[src/crcx_pkg.sv]
// ----------------------------------------------------------------------------
// crcx_pkg
// Shared types, constants and CRC-16/MCRF4XX byte-update functions for the
// eight-byte streaming CRC block.
// ----------------------------------------------------------------------------
package crcx_pkg;

  localparam int unsigned LANE_BYTES_DEF = 8;
  localparam int unsigned DATA_W         = 64;
  localparam int unsigned CNT_W          = 4;
  localparam int unsigned CRC_W          = 16;
  localparam int unsigned BYTE_W         = 8;
  localparam int unsigned ADDR_W         = 3;
  localparam int unsigned PDATA_W        = 32;
  localparam int unsigned ZERO_STEPS_MAX = 8;

  localparam logic [CRC_W-1:0] SEED_RST = 16'hFFFF;

  // Register word index, taken from paddr above the byte offset
  typedef enum logic [0:0] {
    REG_CRC_SEED = 1'b0,
    REG_NONE     = 1'b1
  } reg_idx_t;

  typedef logic [CRC_W-1:0] crc_t;

  // Control carried alongside the lane terms into the merge stage
  typedef struct packed {
    logic [CNT_W-1:0] n;
    logic             start;
    logic             last;
  } s1_ctrl_t;

  // Reflected X.25 update of one byte
  function automatic crc_t fold_byte(crc_t c, logic [BYTE_W-1:0] b);
    logic [BYTE_W-1:0] t;
    crc_t              r;
    t = b ^ c[7:0];
    t = t ^ {t[3:0], 4'b0000};
    r = {8'h00, c[15:8]} ^ {t, 8'h00} ^ {5'b00000, t, 3'b000} ^ {12'h000, t[7:4]};
    return r;
  endfunction

  // Contribution of one byte folded into a zero CRC, then pushed through
  // a fixed number of zero bytes (constant per lane, so this flattens to XORs)
  function automatic crc_t byte_term(logic [BYTE_W-1:0] b, int unsigned steps);
    crc_t c;
    c = fold_byte('0, b);
    for (int unsigned k = 0; k < ZERO_STEPS_MAX - 1; k++) begin
      if (k < steps) begin
        c = fold_byte(c, '0);
      end
    end
    return c;
  endfunction

  // Push a CRC through n zero bytes, n at most eight
  function automatic crc_t advance(crc_t c, logic [CNT_W-1:0] n);
    crc_t r;
    r = c;
    for (int unsigned k = 0; k < ZERO_STEPS_MAX; k++) begin
      if (CNT_W'(k) < n) begin
        r = fold_byte(r, '0);
      end
    end
    return r;
  endfunction

endpackage

[src/crcx_lane.sv]
// ----------------------------------------------------------------------------
// crcx_lane
// One byte lane: picks the message byte that lands on this lane once the
// item's bytes are right-aligned, and forms its CRC contribution.
// ----------------------------------------------------------------------------
module crcx_lane #(
  parameter int unsigned LANE_BYTES = crcx_pkg::LANE_BYTES_DEF,
  parameter int unsigned POS        = 0
) (
  input  logic [LANE_BYTES-1:0][crcx_pkg::BYTE_W-1:0] data_bytes,
  input  logic [crcx_pkg::CNT_W-1:0]                  n,
  output crcx_pkg::crc_t                              term
);

  localparam int unsigned IDX_W = (LANE_BYTES > 1) ? $clog2(LANE_BYTES) : 1;

  logic             used;
  logic [IDX_W-1:0] sel;

  // Lane POS carries byte (POS + n - LANE_BYTES); leading lanes stay empty
  assign used = (int'(n) + int'(POS)) >= int'(LANE_BYTES);
  assign sel  = IDX_W'(int'(n) + int'(POS) - int'(LANE_BYTES));

  // Fold the byte and age it by the bytes that follow it
  always_comb begin
    if (used) begin
      term = crcx_pkg::byte_term(data_bytes[sel], LANE_BYTES - 1 - POS);
    end else begin
      term = '0;
    end
  end

endmodule

[src/crcx_merge.sv]
// ----------------------------------------------------------------------------
// crcx_merge
// Combines the lane terms and the aged running CRC into the new running
// value, and holds that value.
// ----------------------------------------------------------------------------
module crcx_merge #(
  parameter int unsigned LANE_BYTES = crcx_pkg::LANE_BYTES_DEF
) (
  input  logic                                        clk,
  input  logic                                        rst_n,
  input  logic                                        load,
  input  logic [LANE_BYTES-1:0][crcx_pkg::CRC_W-1:0]  terms,
  input  crcx_pkg::s1_ctrl_t                          ctrl,
  input  crcx_pkg::crc_t                              seed,
  output crcx_pkg::crc_t                              crc
);

  crcx_pkg::crc_t data_sum;
  crcx_pkg::crc_t base;
  crcx_pkg::crc_t running_crc_r;
  crcx_pkg::crc_t running_crc_nxt;

  // XOR the lane terms together
  always_comb begin
    data_sum = '0;
    for (int unsigned k = 0; k < LANE_BYTES; k++) begin
      data_sum = data_sum ^ terms[k];
    end
  end

  // Age the starting value by the byte count and add the data part
  assign base            = ctrl.start ? seed : running_crc_r;
  assign running_crc_nxt = crcx_pkg::advance(base, ctrl.n) ^ data_sum;

  // Hold the running CRC
  always_ff @(posedge clk) begin
    if (!rst_n) begin
      running_crc_r <= crcx_pkg::SEED_RST;
    end else if (load) begin
      running_crc_r <= running_crc_nxt;
    end
  end

  assign crc = running_crc_r;

endmodule

[src/crc16_x25_eight_byte_stream.sv]
// ----------------------------------------------------------------------------
// crc16_x25_eight_byte_stream
// Running CRC-16/MCRF4XX over a stream of items of up to eight bytes each.
// ----------------------------------------------------------------------------
//
//   channel  | direction | handshake              | payload
//   ---------+-----------+------------------------+----------------------------
//   in_      | sink      | in_valid / in_ready    | data_bytes, byte_count,
//            |           |                        | start_msg, last_chunk
//   out_     | source    | out_valid / out_ready  | crc_value, final_result
//   APB      | slave     | psel/penable/pready    | crc_seed at byte address 0
//
// One item per cycle sustained unless the output stalls; items pass the
// stage-1 and running-CRC registers. The cycle is set by the running-CRC loop
// in the merge stage: aging the running value through up to eight zero bytes
// and adding the lane terms. Reset (rst_n low, synchronous) empties the
// pipeline and loads the seed and running CRC with 0xFFFF. A stalled output
// holds the stage before it; in_ready stays high while either stage has room.
// ----------------------------------------------------------------------------
module crc16_x25_eight_byte_stream #(
  parameter int unsigned LANE_BYTES = crcx_pkg::LANE_BYTES_DEF
) (
  input  logic                           clk,
  input  logic                           rst_n,
  // input items
  input  logic                           in_valid,
  output logic                           in_ready,
  input  logic [crcx_pkg::DATA_W-1:0]    in_data_bytes,
  input  logic [crcx_pkg::CNT_W-1:0]     in_byte_count,
  input  logic                           in_start_msg,
  input  logic                           in_last_chunk,
  // result items
  output logic                           out_valid,
  input  logic                           out_ready,
  output logic [crcx_pkg::CRC_W-1:0]     out_crc_value,
  output logic                           out_final_result,
  // configuration
  input  logic                           psel,
  input  logic                           penable,
  input  logic                           pwrite,
  input  logic [crcx_pkg::ADDR_W-1:0]    paddr,
  input  logic [crcx_pkg::PDATA_W-1:0]   pwdata,
  output logic [crcx_pkg::PDATA_W-1:0]   prdata,
  output logic                           pready
);

  logic [LANE_BYTES-1:0][crcx_pkg::CRC_W-1:0] lane_term;
  logic [LANE_BYTES-1:0][crcx_pkg::CRC_W-1:0] s1_term_r;
  logic [crcx_pkg::CNT_W-1:0]                 n_sat;
  crcx_pkg::s1_ctrl_t                         s1_ctrl_r;
  logic                                       s1_valid_r;
  logic                                       out_valid_r;
  logic                                       out_last_r;
  crcx_pkg::crc_t                             seed_r;
  crcx_pkg::reg_idx_t                         reg_idx;
  logic                                       s1_load;
  logic                                       s2_load;
  logic                                       cfg_wr;

  // Clamp the count to the lane width
  assign n_sat = (int'(in_byte_count) > int'(LANE_BYTES)) ?
                 crcx_pkg::CNT_W'(LANE_BYTES) : in_byte_count;

  // Byte lanes
  for (genvar g = 0; g < LANE_BYTES; g++) begin : g_lane
    crcx_lane #(
      .LANE_BYTES (LANE_BYTES),
      .POS        (g)
    ) u_lane (
      .data_bytes (in_data_bytes[LANE_BYTES*crcx_pkg::BYTE_W-1:0]),
      .n          (n_sat),
      .term       (lane_term[g])
    );
  end

  // Pipeline flow: stage 2 moves when the output slot is free or draining
  assign s2_load  = s1_valid_r && (!out_valid_r || out_ready);
  assign s1_load  = in_valid && in_ready;
  assign in_ready = !s1_valid_r || s2_load;

  // Stage 1 control
  always_ff @(posedge clk) begin
    if (!rst_n) begin
      s1_valid_r <= 1'b0;
    end else if (in_ready) begin
      s1_valid_r <= in_valid;
    end
  end

  // Stage 1 payload
  always_ff @(posedge clk) begin
    if (s1_load) begin
      s1_term_r       <= lane_term;
      s1_ctrl_r.n     <= n_sat;
      s1_ctrl_r.start <= in_start_msg;
      s1_ctrl_r.last  <= in_last_chunk;
    end
  end

  // Merge lanes into the running CRC
  crcx_merge #(
    .LANE_BYTES (LANE_BYTES)
  ) u_merge (
    .clk   (clk),
    .rst_n (rst_n),
    .load  (s2_load),
    .terms (s1_term_r),
    .ctrl  (s1_ctrl_r),
    .seed  (seed_r),
    .crc   (out_crc_value)
  );

  // Output slot
  always_ff @(posedge clk) begin
    if (!rst_n) begin
      out_valid_r <= 1'b0;
    end else if (s2_load) begin
      out_valid_r <= 1'b1;
    end else if (out_ready) begin
      out_valid_r <= 1'b0;
    end
  end

  always_ff @(posedge clk) begin
    if (s2_load) begin
      out_last_r <= s1_ctrl_r.last;
    end
  end

  assign out_valid        = out_valid_r;
  assign out_final_result = out_last_r;

  // Configuration register
  assign reg_idx = crcx_pkg::reg_idx_t'(paddr[2]);
  assign cfg_wr  = psel && penable && pwrite && pready;
  assign pready  = 1'b1;

  always_ff @(posedge clk) begin
    if (!rst_n) begin
      seed_r <= crcx_pkg::SEED_RST;
    end else if (cfg_wr && (reg_idx == crcx_pkg::REG_CRC_SEED)) begin
      seed_r <= pwdata[crcx_pkg::CRC_W-1:0];
    end
  end

  always_comb begin
    case (reg_idx)
      crcx_pkg::REG_CRC_SEED: prdata = {{(crcx_pkg::PDATA_W - crcx_pkg::CRC_W){1'b0}}, seed_r};
      default:                prdata = '0;
    endcase
  end

endmodule

[config.mk]
export PLATFORM = sky130hd
export DESIGN_NAME = crc16_x25_eight_byte_stream
export DESIGN_NICKNAME = d
export VERILOG_FILES = /design/src/crcx_pkg.sv /design/src/crcx_lane.sv /design/src/crcx_merge.sv /design/src/crc16_x25_eight_byte_stream.sv
export SDC_FILE = /design/constraint.sdc
export NUM_CORES = 1
export LEC_CHECK = 0
export BUFFER_PORTS_ARGS = -buffer_cell sky130_fd_sc_hd__buf_2
export CORE_UTILIZATION = 65
export DETAILED_ROUTE_END_ITERATION = 10
export MAX_ROUTING_LAYER = met4
export PLACE_DENSITY = 0.83
export SETUP_SLACK_MARGIN = 0.4
export SLEW_MARGIN = 5
export SYNTH_ARGS = -nofsm -noshare
export SYNTH_HDL_FRONTEND = slang
export SYNTH_HIERARCHICAL = 1
export SYNTH_SLANG_ARGS = --single-unit
[constraint.sdc]
create_clock -name clk -period 22.4 [get_ports clk]
set_clock_uncertainty 0.05 [all_clocks]
set_input_delay 4.48 -clock clk [delete_from_list [all_inputs] [get_ports clk]]
set_output_delay 4.48 -clock clk [all_outputs]
set_load 0.01 [all_outputs]
[Word-level counts from Yosys, hierarchy flattened]
Index checks and enable logic that the tools add are counted.
Word-level totals
  flip-flop bits (word level): 169
  bits of input ports: 112
  output and inout bits: 52
  logic and storage cells: 293
Cells by class
  add/sub/neg operators: 15
  $lt $le $gt $ge: 25
  multiplexer cells: 50
  bitwise operators: 177
  reduce and logical (&&, ||, !) cells: 10
Operator list (number)
  $xor A16 B11 Y16: 44
  $xor A16 B4 Y16: 44
  $xor A8 B16 Y16: 36
  $mux W16: 31
  $xor A8 B8 Y8: 44
  $bmux W8 S3: 8
  $xor A16 B16 Y16: 8
  $mux W8: 8
  $ge A5 B4 Y1 const B: 7
  $lt A3 B4 Y1 const B: 8
  $sub A3 B1 Y3 const B: 8
  $add A4 B3 Y5 const B: 4
  $lt A3 B4 Y1 const A: 4
  $add A4 B2 Y5 const B: 2
  $lt A1 B4 Y1 const A: 2
  $lt A2 B4 Y1 const A: 2
  $add A4 B1 Y5 const B: 1
  $logic_and A1 B1 Y1: 5
  $ge A4 B4 Y1 const B: 1
  $gt A4 B4 Y1 const B: 1
  $mux W4: 1
  $logic_not A1 Y1: 2
  $logic_or A1 B1 Y1: 2
  $mux W1: 2
  other kinds (2): 2

[Depth between registers and ports, before layout]
  word-level depth: 42
  depth in mapped cells: 25
  mapped depth without buffers: 20

[Cells and area by module]
Netlist, hierarchy kept.
Modules (own cells, without submodules)
  crcx_merge: times used 1, cells each 923, area each 7333.3 sq um, seq. area each 320.3 sq um
  crc16_x25_eight_byte_stream: times used 1, cells each 254, area each 5147.4 sq um, seq. area each 4414.2 sq um
  crcx_lane (g_lane[5].u_lane): times used 1, cells each 169, area each 1527.7 sq um, seq. area each 0.0 sq um
  crcx_lane (g_lane[1].u_lane): times used 1, cells each 103, area each 1137.3 sq um, seq. area each 0.0 sq um
  crcx_lane (g_lane[6].u_lane): times used 1, cells each 79, area each 1027.2 sq um, seq. area each 0.0 sq um
  crcx_lane (g_lane[4].u_lane): times used 1, cells each 76, area each 1016.0 sq um, seq. area each 0.0 sq um
  crcx_lane (g_lane[0].u_lane): times used 1, cells each 74, area each 982.2 sq um, seq. area each 0.0 sq um
  crcx_lane (g_lane[2].u_lane): times used 1, cells each 94, area each 975.9 sq um, seq. area each 0.0 sq um
  crcx_lane (g_lane[7].u_lane): times used 1, cells each 97, area each 929.6 sq um, seq. area each 0.0 sq um
  crcx_lane (g_lane[3].u_lane): times used 1, cells each 87, area each 883.3 sq um, seq. area each 0.0 sq um

[Worst setup path before layout]
OpenSTA, ideal clock, no wires.
  path kind: in2reg
  start: in out_ready
  end: reg s1_ctrl_r[0] in the netlist's numbering (enable)
  setup time: 0.671 ns
  arrival: 11.016 ns
  required time: 21.679 ns
  setup slack: 10.663 ns
  stages: 2
  path buffers: 0
  cells stage by stage: nor2b_1 > a21oi_1
Between the ends
  word-level cells in the longest chain between the ends: 4
RTL lines
  start: declaration: RTL line crc16_x25_eight_byte_stream.sv:34  | input logic out_ready,
  $logic_or A1 B1 Y1: RTL line crc16_x25_eight_byte_stream.sv:77  | assign s2_load = s1_valid_r && (!out_valid_r || out_ready);
  $logic_and A1 B1 Y1: RTL line crc16_x25_eight_byte_stream.sv:77
  $logic_or A1 B1 Y1: RTL line crc16_x25_eight_byte_stream.sv:79  | assign in_ready = !s1_valid_r || s2_load;
  $logic_and A1 B1 Y1: RTL line crc16_x25_eight_byte_stream.sv:78  | assign s1_load = in_valid && in_ready;
  via s1_load: RTL line crc16_x25_eight_byte_stream.sv:56  | logic s1_load;
  end: declaration: RTL line crc16_x25_eight_byte_stream.sv:50  | crcx_pkg::s1_ctrl_t s1_ctrl_r;
The timed path passes the listed nets, and every way through them passes these cells.
A chain may end at the register's enable or synchronous reset.

[Final worst setup path]
  start: in paddr[2] in the netlist's numbering
  end: out prdata[6] in the netlist's numbering
Between the ends
  word-level cells in the longest chain between the ends: 1
RTL lines
  start: declaration: RTL line crc16_x25_eight_byte_stream.sv:41  | input logic [crcx_pkg::ADDR_W-1:0] paddr,
  $mux W16: RTL line crc16_x25_eight_byte_stream.sv:147  | case (reg_idx)
  end: declaration: RTL line crc16_x25_eight_byte_stream.sv:43  | output logic [crcx_pkg::PDATA_W-1:0] prdata,
Every way passes these cells.

==> flow_summary.yaml <==
clock_tree:
  ctsResizeCount: 0
  post-cts-setup-buffers: 0
  hold_buffers: 0
  clk_pin_slew_ns: 0.07
  clk-insertion-delay-late_ns: 0.44
  clk_path_buf_depth: 2
  clkSinkCount: 169
  tritoncts: "built"
  cts_root_buffer: "clkbuf_16"
  htree_levels: 4
  numCtsBuffers: 17
critical_path:
  critPathCaptureType: "output port"
  worst_setup_path_start_kind: "input port"
  rr_worst_depth: 19
  cp_cell_sequence: "buf_2, and2b_2, buf_2"
  critical_path.top_delay_family: "buffers and inverters"
  criticalPathCategory: "in -> out"
  cpMostUsedCell: "buf_2"
  startpoint: "paddr[2]"
  slowest_delay_ns: 0.26
  rrSetupSlack_ns: 15.22
  slowest_stage: "buf_2"
  critPathBufInv: 2
  cp_max_fo: 17
  crit_arrival_ns: 5.13
  cp.required_ns: 17.87
  timing.rr.end: "u_merge/crc[7]"
  r2r_start: "s1_ctrl_r[3]"
floorplan:
  start_util_pct: 66.3
  die_w_um: 182
  io_pins: 164
  rows: 65
  core_um2: 31600
  die_area_um2: 33000
  floorplan.die.height_um: 182
finish:
  final_area_um2: 22000
  post_route_cells_drive_above_1_share_pct: 20.5
  area_growth_syn_to_layout_pct: 4.81
  fin_nets: 2122
  nFillCells: 2358
grt:
  grt_pass1_vias: 15400
  overflow: 0
  grt_pass1_wl_mm: 89.0
  grt_use_total_pct: 36.4
  antenna_found_initial: 4
  grt_max_degree: 83
outcome:
  outcome: "complete, no violations"
synth:
  synth_seq_area_share_pct: 22.6
  yosys_warnings: 6
  synth-compound-area-share_pct: 8.60
  synthCells: 1956
  synthTopCellsByArea: "edfxtp_1 19%, xnor2_1 13%, mux4_2 8.3%"
  async_flop_share_pct: 0
  yosysTopAreaCellShare_pct: 19.3
  avgSynthCellArea_um2: 10.7
  synth-edff-count: 135
  synthSimpleGateAreaFrac_pct: 12.2
  synth_mux_area_share_pct: 25.5
  synth_top_family_by_area: "multiplexers"
  synthMostInstantiatedCell: "xnor2_1"
  synth_area_um2: 21000
  synth_fa_ha_area_share_pct: 0.478
  synth.distinct_cells: 114
  synth_area_leader_cell: "edfxtp_1"
  synth_xor_area_share_pct: 25.4
  synth_flop_cell: "edfxtp_1"
  yosys-top-cells-count: "316 x xnor2_1, 168 x nor2_1, 162 x mux2i_1, 139 x xor2_1, 135 x edfxtp_1"
  ys_seq_elements: 169
hold_path:
  holdPathStages: 0
  hold_path_end: "out_final_result"
  min-delay-start: "s1_ctrl_r[0]"
  min_path_type: "reg -> reg"
drt:
  dr.pass1.iters: 6
  drt_iter0_markers: 1796
  vias_per_cell: 6.60
  wl_per_cell_um: 24.0
  via_count: 15984
  drc: 0
  finalWirelength_mm: 58.0
  postRouteAntennaNets: 0
placed_design:
  globalplace.congestion: 0.977
  dp_hpwl_mm: 43.3
  port_buffers: 128
  place_ws_ns: 12.74
  dpl_cell_area_um2: 21400
sta:
  fin_ws_ns: 12.74
  post-route-min-period_ns: 9.66
  slew_headroom_pct: 11.8
  worst_pin_slew_ns: 1.29
  finalSetupTns_ns: 0
  hold_viol_final: 0
  setup_violations: 0
  slew_viol_final: 0
  rsz0062_at_grt: "no"
  period_share_pct: 43.1
  max_freq_ghz: 0.103
flow_run:
  cap_violations: 0
final cells by class:
| cell class | instances | area, µm² | area share [%] |
|---|---|---|---|
| clock buffer | 17 | 425 | 1.94 |
| clock inverter | 15 | 160 | 0.729 |
| multi-input combinational | 1638 | 15200 | 69.3 |
| inverter | 26 | 97.6 | 0.444 |
| tap | 402 | 503 | 2.29 |
| antenna | 4 | 10.0 | 0.0456 |
| timing repair buffer | 150 | 806 | 3.67 |
| sequential | 169 | 4730 | 21.6 |
cell usage in the layout (no fill, tap or decap), drive strengths merged, types with 13 or more instances in the layout:
master	Yosys	layout
mux2i	197	197
edfxtp	135	135
nor2	172	172
and2	25	25
o22ai	14	14
nor2b	63	63
xnor3	26	26
mux2	21	21
o211ai	22	22
xor2	161	161
dfxtp	34	34
and3	13	13
mux4	115	115
inv	26	33
a21oi	45	45
buf	89	150
nand2	103	103
clkbuf	49	17
a211oi	18	18
nor3	20	20
nand3	30	30
conb	2	17
xnor2	333	333
o21ai	60	60
or3	16	16
layer usage:
layer  share of wire (%)  wire length, µm  track usage [%]  vias to the layer above
li1                    -                -                -                     7158
met1                  37            21500             42.3                     7749
met2                  49            28700             61.5                      896
met3                 7.7             4440             4.19                      181
met4                 5.9             3400             20.3                        0
met5                   0                0                -                        -
worst max-delay path by stage:
stage / to / slack [ns] / cells past startpoint
detailed placement: prdata[7] / 12.74 / 3
finish: prdata[6] / 12.74 / 3
floorplan: s1_ctrl_r[0] / 10.66 / 2
CTS: prdata[7] / 12.74 / 3
global placement: prdata[15] / 12.75 / 3
global route: prdata[7] / 12.71 / 3
state kept, by name, indices dropped and copies added (netlist names):
register          flops
s1_term_r           128
seed_r               16
u_merge/crc          16
s1_ctrl_r             6
out_final_result      1
out_valid             1
s1_valid_r            1
worst reg2reg max path: stages, from the launching register on:
cell	delay, ns
edfxtp_1	0.64
or4_4	0.80
mux2i_1	0.19
mux2_2	0.37
a211o_1	0.25
nand3_1	0.14
xor2_1	0.43
a211oi_1	0.14
o31ai_1	0.74
nand3_1	0.23
and3_1	0.25
o31ai_1	0.73
a21oi_1	0.22
o211ai_1	0.23
nand2_1	0.12
a311oi_4	0.53
xor2_1	0.25
mux2_1	0.39
a211oi_1	0.20
and3b_1	0.19
stage by stage:
| stage | hold slack (ns) | instances | utilization [%] |
|---|---|---|---|
| floorplan | 0.350 | 1971 | - |
| global placement | 0.351 | 2385 | 67.6 |
| detailed placement | 0.359 | 2385 | 67.6 |
| CTS | 0.378 | 2417 | 69.4 |
| global route | 0.386 | 2421 | 69.4 |
| finish | 0.376 | 2421 | 69.4 |
logic make-up (layout without fill, tap and decap cells):
kind of cell               Yosys count  after routing
AOI/OAI and AO/OA                  252            252
buffers and inverters              164            208
other                                2             21
DFF                                169            169
adders and majority gates            8              8
muxes                              333            333
xor gates and xnor gates           522            522
and+or+nand+nor                    506            506
Power is left out: the tool's default activity adds up to more than one toggle a clock period on the data nets, which glitch-free logic cannot reach.
